$ cat config.mk
export PLATFORM = sky130hd
export DESIGN_NAME = text_line_band_segmenter_core
export DESIGN_NICKNAME = d
export VERILOG_FILES = /design/src/sv/tlbs_pkg.sv /design/src/sv/text_line_band_segmenter_core.sv /design/src/sv/tlbs_out_buf.sv
export SDC_FILE = /design/constraint.sdc
export NUM_CORES = 1
export LEC_CHECK = 0
export ABC_AREA = 1
export BUFFER_PORTS_ARGS = -buffer_cell sky130_fd_sc_hd__buf_2
export CORE_ASPECT_RATIO = 1.75
export CORE_UTILIZATION = 40
export DETAILED_ROUTE_END_ITERATION = 16
export MAX_ROUTING_LAYER = met4
export PLACE_DENSITY_LB_ADDON = 0.3
export SLEW_MARGIN = 20
export SYNTH_ARGS = -nofsm -noshare
export SYNTH_HDL_FRONTEND = slang
export SYNTH_HIERARCHICAL = 1
export SYNTH_SLANG_ARGS = --single-unit
$ cat constraint.sdc
create_clock -name clk -period 14.6 [get_ports clk]
set_clock_uncertainty 0.05 [all_clocks]
set_input_delay 2.92 -clock clk [delete_from_list [all_inputs] [get_ports clk]]
set_output_delay 2.92 -clock clk [all_outputs]
set_load 0.01 [all_outputs]
$ cat src/sv/tlbs_pkg.sv
// Shared types, widths and register codes for the text line band segmenter.
package tlbs_pkg;

  localparam int MAX_COLS = 4096;
  localparam int MAX_ROWS = 4096;
  localparam int COL_W    = $clog2(MAX_COLS);
  localparam int ROW_W    = $clog2(MAX_ROWS);
  localparam int HGT_W    = ROW_W + 1;
  localparam int WID_W    = COL_W + 1;
  localparam int PIX_W    = 8;
  localparam int CFG_W    = 13;
  localparam int CIDX_W   = 2;

  localparam logic [COL_W-1:0] COL_LAST = COL_W'(MAX_COLS - 1);
  localparam logic [ROW_W-1:0] ROW_LAST = ROW_W'(MAX_ROWS - 1);
  localparam logic [COL_W-1:0] LEFT_NONE = '1;

  localparam logic [PIX_W-1:0] ROW_LIMIT_RST  = PIX_W'(250);
  localparam logic [PIX_W-1:0] INK_LIMIT_RST  = PIX_W'(100);
  localparam logic [HGT_W-1:0] MIN_HEIGHT_RST = HGT_W'(10);
  localparam logic [WID_W-1:0] MIN_WIDTH_RST  = WID_W'(12);

  typedef enum logic [CIDX_W-1:0] {
    REG_ROW_LIMIT  = 2'd0,
    REG_INK_LIMIT  = 2'd1,
    REG_MIN_HEIGHT = 2'd2,
    REG_MIN_WIDTH  = 2'd3
  } cfg_reg_t;

  typedef struct packed {
    logic [ROW_W-1:0] top_row;
    logic [HGT_W-1:0] band_height;
    logic [COL_W-1:0] left_col;
    logic [WID_W-1:0] band_width;
  } band_t;

endpackage

$ cat src/sv/text_line_band_segmenter_core.sv
// Top level of the text line band segmenter.
// One pixel word per cycle while pixel_stall is low; the row-end or image-end pixel that closes
// a band registers its word into a two-entry output buffer, which absorbs downstream stalls.
// pixel_stall rises only while both output entries hold words.
// Synchronous active-high reset clears the scan state, empties the output buffer and
// loads the register defaults (row 250, ink 100, min height 10, min width 12).
module text_line_band_segmenter_core
  import tlbs_pkg::*;
(
  input  logic              clk,
  input  logic              rst,
  input  logic              cfg_write,
  input  logic [CIDX_W-1:0] cfg_index,
  input  logic [CFG_W-1:0]  cfg_data,
  input  logic              pixel_valid,
  output logic              pixel_stall,
  input  logic [PIX_W-1:0]  pixel,
  input  logic              row_end,
  input  logic              image_end,
  output logic              band_valid,
  input  logic              band_stall,
  output logic [ROW_W-1:0]  top_row,
  output logic [HGT_W-1:0]  band_height,
  output logic [COL_W-1:0]  left_col,
  output logic [WID_W-1:0]  band_width
);

  logic [PIX_W-1:0] row_limit, ink_limit;
  logic [HGT_W-1:0] min_height;
  logic [WID_W-1:0] min_width;

  logic [COL_W-1:0] column_count, row_left, row_right;
  logic [ROW_W-1:0] row_count, band_top;
  logic [COL_W-1:0] band_left, band_right;
  logic             in_band, row_has_dark, row_has_ink, band_has_ink;

  logic             accept, line_end, is_dark, is_ink;
  logic             dark_next, row_ink_next, ink_prev, band_ink_next;
  logic [COL_W-1:0] row_left_next, row_right_next, band_left_next, band_right_next;
  logic [ROW_W-1:0] band_top_next;
  logic             close_blank, close_end, emit;
  logic             sel_ink;
  logic [COL_W-1:0] sel_left, sel_right;
  logic [ROW_W-1:0] sel_top;
  logic [HGT_W-1:0] height_raw, height;
  logic [WID_W-1:0] width;
  band_t            result;
  band_t            out_word;
  logic             buf_full;

  assign accept   = pixel_valid && !pixel_stall;
  assign line_end = row_end || image_end;

  assign is_dark = pixel < row_limit;
  assign is_ink  = pixel < ink_limit;

  assign dark_next      = row_has_dark || is_dark;
  assign row_ink_next   = row_has_ink || is_ink;
  assign row_left_next  = (is_ink && !row_has_ink) ? column_count : row_left;
  assign row_right_next = is_ink ? column_count : row_right;

  // band extent with this row merged in (a fresh band starts with no ink)
  assign band_top_next   = in_band ? band_top : row_count;
  assign ink_prev        = in_band && band_has_ink;
  assign band_ink_next   = ink_prev || row_ink_next;
  assign band_left_next  = (row_ink_next && (!ink_prev || row_left_next < band_left))
                           ? row_left_next : band_left;
  assign band_right_next = (row_ink_next && (!ink_prev || row_right_next > band_right))
                           ? row_right_next : band_right;

  // blank row closes the open band without it; image end closes it with this row
  assign close_blank = !dark_next && in_band;
  assign close_end   = image_end && dark_next;

  assign sel_ink   = close_end ? band_ink_next   : band_has_ink;
  assign sel_left  = close_end ? band_left_next  : band_left;
  assign sel_right = close_end ? band_right_next : band_right;
  assign sel_top   = close_end ? band_top_next   : band_top;

  assign height_raw = {1'b0, row_count} - {1'b0, sel_top} + HGT_W'(close_end);
  assign height     = (height_raw == '0) ? HGT_W'(1) : height_raw;
  assign width      = sel_ink ? ({1'b0, sel_right} - {1'b0, sel_left} + WID_W'(1))
                              : WID_W'(1);

  assign result.top_row     = sel_top;
  assign result.band_height = height;
  assign result.left_col    = sel_ink ? sel_left : '0;
  assign result.band_width  = width;

  assign emit = accept && line_end && (close_blank || close_end)
                && (height > min_height) && (width > min_width);

  always_ff @(posedge clk) begin
    if (rst) begin
      row_limit  <= ROW_LIMIT_RST;
      ink_limit  <= INK_LIMIT_RST;
      min_height <= MIN_HEIGHT_RST;
      min_width  <= MIN_WIDTH_RST;
    end else if (cfg_write) begin
      case (cfg_reg_t'(cfg_index))
        REG_ROW_LIMIT:  row_limit  <= cfg_data[PIX_W-1:0];
        REG_INK_LIMIT:  ink_limit  <= cfg_data[PIX_W-1:0];
        REG_MIN_HEIGHT: min_height <= cfg_data[HGT_W-1:0];
        REG_MIN_WIDTH:  min_width  <= cfg_data[WID_W-1:0];
        default: ;
      endcase
    end
  end

  always_ff @(posedge clk) begin
    if (rst || (accept && image_end)) begin
      column_count <= '0;
      row_count    <= '0;
      in_band      <= 1'b0;
      row_has_dark <= 1'b0;
      row_has_ink  <= 1'b0;
      row_left     <= '0;
      row_right    <= '0;
      band_top     <= '0;
      band_left    <= LEFT_NONE;
      band_right   <= '0;
      band_has_ink <= 1'b0;
    end else if (accept) begin
      if (!line_end) begin
        if (column_count != COL_LAST) begin
          column_count <= column_count + COL_W'(1);
        end
        row_has_dark <= dark_next;
        row_has_ink  <= row_ink_next;
        row_left     <= row_left_next;
        row_right    <= row_right_next;
      end else begin
        column_count <= '0;
        row_has_dark <= 1'b0;
        row_has_ink  <= 1'b0;
        row_left     <= '0;
        row_right    <= '0;
        if (row_count != ROW_LAST) begin
          row_count <= row_count + ROW_W'(1);
        end
        if (dark_next) begin
          in_band      <= 1'b1;
          band_top     <= band_top_next;
          band_left    <= band_left_next;
          band_right   <= band_right_next;
          band_has_ink <= band_ink_next;
        end else if (in_band) begin
          in_band      <= 1'b0;
          band_has_ink <= 1'b0;
          band_left    <= LEFT_NONE;
          band_right   <= '0;
        end
      end
    end
  end

  tlbs_out_buf u_out_buf (
    .clk       (clk),
    .rst       (rst),
    .push      (emit),
    .push_word (result),
    .stall     (band_stall),
    .valid     (band_valid),
    .word      (out_word),
    .full      (buf_full)
  );

  assign pixel_stall = buf_full;

  assign top_row     = out_word.top_row;
  assign band_height = out_word.band_height;
  assign left_col    = out_word.left_col;
  assign band_width  = out_word.band_width;

endmodule

$ cat src/sv/tlbs_out_buf.sv
// Two-entry output buffer: result register plus skid register for band words.
module tlbs_out_buf
  import tlbs_pkg::*;
(
  input  logic  clk,
  input  logic  rst,
  input  logic  push,
  input  band_t push_word,
  input  logic  stall,
  output logic  valid,
  output band_t word,
  output logic  full
);

  logic  skid_valid;
  band_t skid_word;
  logic  take;

  assign take = valid && !stall;
  assign full = skid_valid;

  always_ff @(posedge clk) begin
    if (rst) begin
      valid      <= 1'b0;
      skid_valid <= 1'b0;
    end else begin
      if (!valid || take) begin
        // head is free this cycle: oldest word moves up
        if (skid_valid) begin
          word       <= skid_word;
          valid      <= 1'b1;
          skid_valid <= push;
          skid_word  <= push_word;
        end else begin
          valid <= push;
          word  <= push_word;
        end
      end else if (push) begin
        skid_valid <= 1'b1;
        skid_word  <= push_word;
      end
    end
  end

endmodule

==> results.toml, run 1 <==
[synthesis]
syn-cell-area_um2 = 12850
async_reset_ff_frac = 0
avgSynthCellArea_um2 = 8.307
ys.flop_type = "dfxtp_1"
synth-seq-cells = 232
synth_edf_count = 100
ys_warn_count = 6
yosysSeqAreaShare = 0.4393
synth_cell_type_count = 52
synthCells = 1547
synth_nets = 1690

[cells_and_area]
final_cell_area_um2 = 14180
syn_to_final_growth_pct = 10.33
post-route-util = 0.4497
layout.nets = 1744
drive_above_1_share = 0.1379

[grt]
gr-total-overflow = 0
grt_util_all_layers = 0.2168
grt_first_pass_wirelength_mm = 53.03
grt_max_degree = 54
first_global_vias = 10250
antenna_found_initial = 1

[floorplan]
num_rows = 86
start_util = 0.4076
core_um2 = 31530
die_w_um = 137.5
dieArea_um2 = 32880
die_h_um = 239.1
ios = 82

[worst_setup_path]
crit_fanout = 50
cp_slowest_stage_delay_ns = 0.54
cp-start-kind = "input pin"
crit_family = "compound AO/OA/AOI/OAI gates"
critPathRequiredTime_ns = 14.70
cp_num_buf_inv = 5
crit_top_cell = "nand2_1"
arrival_ns = 10.92
cpMaxStageDelayCell = "buf_4"
worstSetupPathType = "input pin to register"
crit_path_end_kind = "register"

[timing]
rsz0062_at_grt = "false"
worst_slack_ns = 3.786
final.period_utilization = 0.7407
slew_headroom = 0.3254
setup_viol = 0
min_period_ns = 10.81
max_clock_freq_mhz = 92.48
hold_violations = 0
worst_slew_pin_slew_ns = 1.006
maxSlewViolCount = 0
finalSetupTns_ns = 0

[drt]
wl_per_cell_um = 16.61
drcViolationCount = 0
drt-total-wl_mm = 33.45
ant_nets = 0
dr.first_iter.drc_count = 570
viasPerCell = 5.153
first_pass_iters = 4
vias = 10380

[power]
power_density_nw_per_um2 = 117.5
peakVddDrop_mv = 0.08051
leakage_nw = 6.157

[clocking]
path_clk_slew_ns = 0.06
cts-hold-fix-buffers = 0
clock_latency_ns = 0.52
ctsResizeCount = 0
cts-root-buf = "clkbuf_16"
post_cts.repair.setup_buffers = 0
clkSinkCount = 232
clockBufferDepth = 3
cts_tree = "yes"
htreeDepth = 1
cts_buffers = 22

[placed_design]
place_hpwl_mm = 25.20
gp_congestion = 0.9340
place_ws_ns = 3.254
dpl_cell_area_um2 = 13490
io_buffers = 81

[flow_run]
cap_violations = 0

[status]
run_status = "finished clean"

[hold_path]
hold_class = "register to register"
## worst min-delay path, cell delays in order (launching register included)
cell	delay (ns)
dfxtp_1	0.30
inv_1	0.06
a21oi_1	0.06
## final cells by class
cell class                 count  area [um2]
antenna                        1       2.502
clock buffer                  26       596.8
clock inverter                14       78.83
fill                        3099       17350
inverter                     175       664.4
multi-input combinational   1081        6228
sequential                   232        5647
tap                          396       495.5
timing repair buffer          89       465.4
## report_power, final
part | switching [W] | internal [W]
registers | 0.0000161 | 0.000730
clock network | 0.000254 | 0.000293
logic | 0.000251 | 0.000122
## path summary, 6_finish.rpt
check                                                 from                                 to  cells past startpoint  slack (ns)
worst max-delay path                              pixel[7]  u_out_buf/skid_word[24]$_DFFE_PP_                     46        3.79
worst min-delay path            min_height[4]$_SDFFE_PP0P_         min_height[4]$_SDFFE_PP0P_                      2        0.41
worst max register to register   ink_limit[7]$_SDFFE_PP0P_  u_out_buf/skid_word[24]$_DFFE_PP_                     46        5.94
worst min register to register  min_height[4]$_SDFFE_PP0P_         min_height[4]$_SDFFE_PP0P_                      2        0.41
## cells in the mapped netlist (2+ instances only)
library cell,count,share of area
a211oi_1,16,0.0093
a21oi_1,135,0.053
a31oi_1,2,0.00097
and3_1,2,0.00097
buf_1,4,0.0012
buf_12,3,0.0047
buf_2,10,0.0039
buf_4,7,0.0041
buf_6,4,0.0035
clkbuf_1,30,0.0088
dfxtp_1,132,0.21
edfxtp_1,100,0.23
fa_1,2,0.0031
ha_1,111,0.11
inv_1,164,0.048
inv_2,9,0.0026
mux2i_1,3,0.0023
nand2_1,395,0.12
nand2_2,37,0.018
nand2_4,12,0.011
nand3_1,36,0.014
nand3_2,20,0.016
nand4_1,8,0.0039
nor2_1,71,0.021
nor2_2,13,0.0063
nor3_1,22,0.0086
nor4_1,5,0.0024
o211ai_1,14,0.0082
o21a_1,2,0.0012
o21ai_0,107,0.042
o21ai_1,28,0.011
o21ai_2,2,0.0014
o31ai_1,2,0.0012
o32ai_1,10,0.0068
xnor2_1,3,0.0020
xor2_1,10,0.0068
## stage by stage
stage	hold slack (ns)	std cells	power (W)
2_1_floorplan	0.3831	1547	0.001019
3_3_place_gp	0.4012	1973	0.001126
3_5_place_dp	0.4055	1973	0.001133
4_1_cts	0.4156	2013	0.001683
5_1_grt	0.4301	2014	0.001754
6_report	0.4128	2014	0.001666
## registers in the layout, indices dropped and copies added, names as in the netlist
| signal | count |
|---|---|
| row_count | 12 |
| row_limit | 8 |
| band_right | 12 |
| u_out_buf/valid | 1 |
| min_height | 13 |
| u_out_buf/word | 50 |
| ink_limit | 8 |
| u_out_buf/full | 1 |
| row_has_ink | 1 |
| u_out_buf/skid_word | 50 |
| row_has_dark | 1 |
| band_has_ink | 1 |
| band_top | 12 |
| row_left | 12 |
| min_width | 13 |
| in_band | 1 |
| row_right | 12 |
| band_left | 12 |
| column_count | 12 |
## layout by cell type, fill, tap and decap left out, types with 5 or more instances in the layout
| master | netlist | routed |
|---|---|---|
| nand4_1 | 8 | 8 |
| o21ai_0 | 107 | 107 |
| nand3_1 | 36 | 36 |
| o211ai_1 | 14 | 14 |
| nand3_2 | 20 | 20 |
| inv_2 | 9 | 9 |
| dfxtp_1 | 132 | 131 |
| o21ai_1 | 28 | 27 |
| a211oi_1 | 16 | 16 |
| xor2_1 | 10 | 10 |
| clkbuf_16 | 0 | 23 |
| o32ai_1 | 10 | 10 |
| nand2_2 | 37 | 37 |
| inv_1 | 164 | 163 |
| nand2_1 | 395 | 395 |
| nor2_2 | 13 | 13 |
| ha_1 | 111 | 111 |
| a21oi_1 | 135 | 134 |
| nor3_1 | 22 | 22 |
| edfxtp_1 | 100 | 100 |
| nor4_1 | 5 | 5 |
| nor2_1 | 71 | 70 |
| buf_4 | 7 | 8 |
| nand2_4 | 12 | 12 |
| buf_2 | 10 | 81 |
| clkinv_1 | 1 | 6 |
## layer usage
layer,GRT usage,up-vias,routed length [um]
met5,-,-,0
met4,0.1575,0,2484
met3,0.02036,108,969
met2,0.3933,199,17920
met1,0.2096,4773,12070
li1,-,5299,-
## kinds of logic after synthesis
| family | after synthesis | synth area share |
|---|---|---|
| simple gates | 624 | 0.2189 |
| compound gates | 328 | 0.1405 |
| buf+inv | 234 | 0.07896 |
| flops | 232 | 0.4393 |
| fa+ha+maj | 113 | 0.1112 |
| xor+xnor | 13 | 0.008860 |
| mux | 3 | 0.002337 |
Power figures use the tool's default switching activity.
==> run 2, diff against run 1 <==
Clock period 14.6 ns to 10.5 ns, I/O delays scaled along.
==> results.toml, run 2 (synthesized netlist as in run 1, its figures left out) <==
[status]
run_status = "finished clean"

[clocking]
clockBufferDepth = 3
clkSinkCount = 232
cts_buffers = 22
cts-hold-fix-buffers = 0
ctsResizeCount = 0
cts-root-buf = "clkbuf_16"
htreeDepth = 1
cts_tree = "yes"
path_clk_slew_ns = 0.06
clock_latency_ns = 0.53
post_cts.repair.setup_buffers = 0

[worst_setup_path]
cpMaxStageDelayCell = "o21ai_0"
crit_fanout = 50
reg2reg_slack_ns = 2.39
critPathRequiredTime_ns = 10.65
cp_slowest_stage_delay_ns = 0.46
cp-start-kind = "input pin"
worstSetupPathType = "input pin to register"
arrival_ns = 9.60
crit_top_cell = "nand2_1"
cp_num_buf_inv = 5
crit_path_end_kind = "register"
crit_family = "compound AO/OA/AOI/OAI gates"

[timing]
maxSlewViolCount = 0
slew_headroom = 0.2705
worst_slew_pin_slew_ns = 1.094
hold_violations = 0
max_clock_freq_mhz = 105.8
rsz0062_at_grt = "false"
min_period_ns = 9.451
final.period_utilization = 0.9001
finalSetupTns_ns = 0
setup_viol = 0

[floorplan]
num_rows = 86
dieArea_um2 = 32880
start_util = 0.4076
die_h_um = 239.1
ios = 82
core_um2 = 31530
die_w_um = 137.5

[grt]
first_global_vias = 10350
antenna_found_initial = 0
gr-total-overflow = 0
grt_max_degree = 54
grt_first_pass_wirelength_mm = 52.36
grt_util_all_layers = 0.2124

[drt]
dr.first_iter.drc_count = 536
first_pass_iters = 5
drcViolationCount = 0
vias = 10480
viasPerCell = 5.192
ant_nets = 0
wl_per_cell_um = 16.20
drt-total-wl_mm = 32.71

[placed_design]
numPlacedInstances = 1979
gp_congestion = 0.9493
io_buffers = 81
place_hpwl_mm = 25.07

[power]
p_total_w = 0.002427
sw_frac_of_total = 0.3001
peakVddDrop_mv = 0.1066
combPwrFrac = 0.215
clkPwrFrac = 0.358
p_int_w = 0.001699
p_sw_w = 0.0007283
share_seq_of_total_power = 0.427
power_density_nw_per_um2 = 169.4
leakage_nw = 6.255

[cells_and_area]
diodes = 0
multi_input_area_um2 = 6221
drive_above_1_share = 0.1423
fin_cells = 2019
final_common_cell = "nand2_1"
nFillCells = 3143
layout.nets = 1750
final_cell_mix = "nand2_1 (395), inv_1 (164), a21oi_1 (134)"
largestRegisters = "u_out_buf/skid_word x50, u_out_buf/word x50"
syn_to_final_growth_pct = 11.51
ff_latch_area_um2 = 5647
post-route-util = 0.4545

[hold_path]
hold_class = "register to register"

[flow_run]
cap_violations = 0
[run 2: cell types whose count changed in the layout (fill, tap and decap cells not counted), sizes merged]
cell and delta:
buf +6, clkinvlp -4, bufinv +4, clkinv -1, diode -1, inv +1
[run 2: layout make-up]
class	instances	share of cell area
inverters	175	0.04636
well taps	396	0.03458
repair buffers	95	0.03650
multi-input cells	1081	0.4341
flip-flops and latches	232	0.3940
clock buffers	26	0.04235
clock inverters	14	0.01205
[run 2: metal layers]
layer	global-route usage	part of all wire
met4	0.1352	0.066
met1	0.2046	0.36
met5	-	0
met3	0.01845	0.030
met2	0.3958	0.54
[run 2: worst paths after layout]
check,startpoint,end,cells past startpoint
setup reg to reg,ink_limit[7]$_SDFFE_PP0P_,u_out_buf/skid_word[15]$_DFFE_PP_,43
hold / removal,min_height[4]$_SDFFE_PP0P_,min_height[4]$_SDFFE_PP0P_,2
hold reg to reg,min_height[4]$_SDFFE_PP0P_,min_height[4]$_SDFFE_PP0P_,2
setup / recovery,pixel[7],u_out_buf/skid_word[15]$_DFFE_PP_,43
[run 2: through the flow]
step / hold slack (ns) / worst slack (ns) / area [um2]
floorplan: 0.3831 / 0.7423 / 12850
global placement: 0.4006 / 0.8152 / 13550
detailed placement: 0.4059 / 0.6056 / 13550
CTS: 0.4160 / 1.131 / 14330
global route: 0.4291 / 0.2634 / 14330
finish: 0.4147 / 1.049 / 14330
[run 2: worst min-delay path: cells and delay by family, from the launching register on]
kind	cells	cell delay [ns]
buf+inv	1	0.07
flops	1	0.30
compound gates	1	0.06
[run 2: power by group through the flow]
stage	clock [W]	sequential, W	combinational (W)
after floorplan	0	0.00107	0.000347
after global placement	0	0.00106	0.000514
after detailed placement	0	0.00106	0.000522
after CTS	0.000885	0.00104	0.000525
after global routing	0.000916	0.00104	0.000593
final	0.000868	0.00104	0.000523
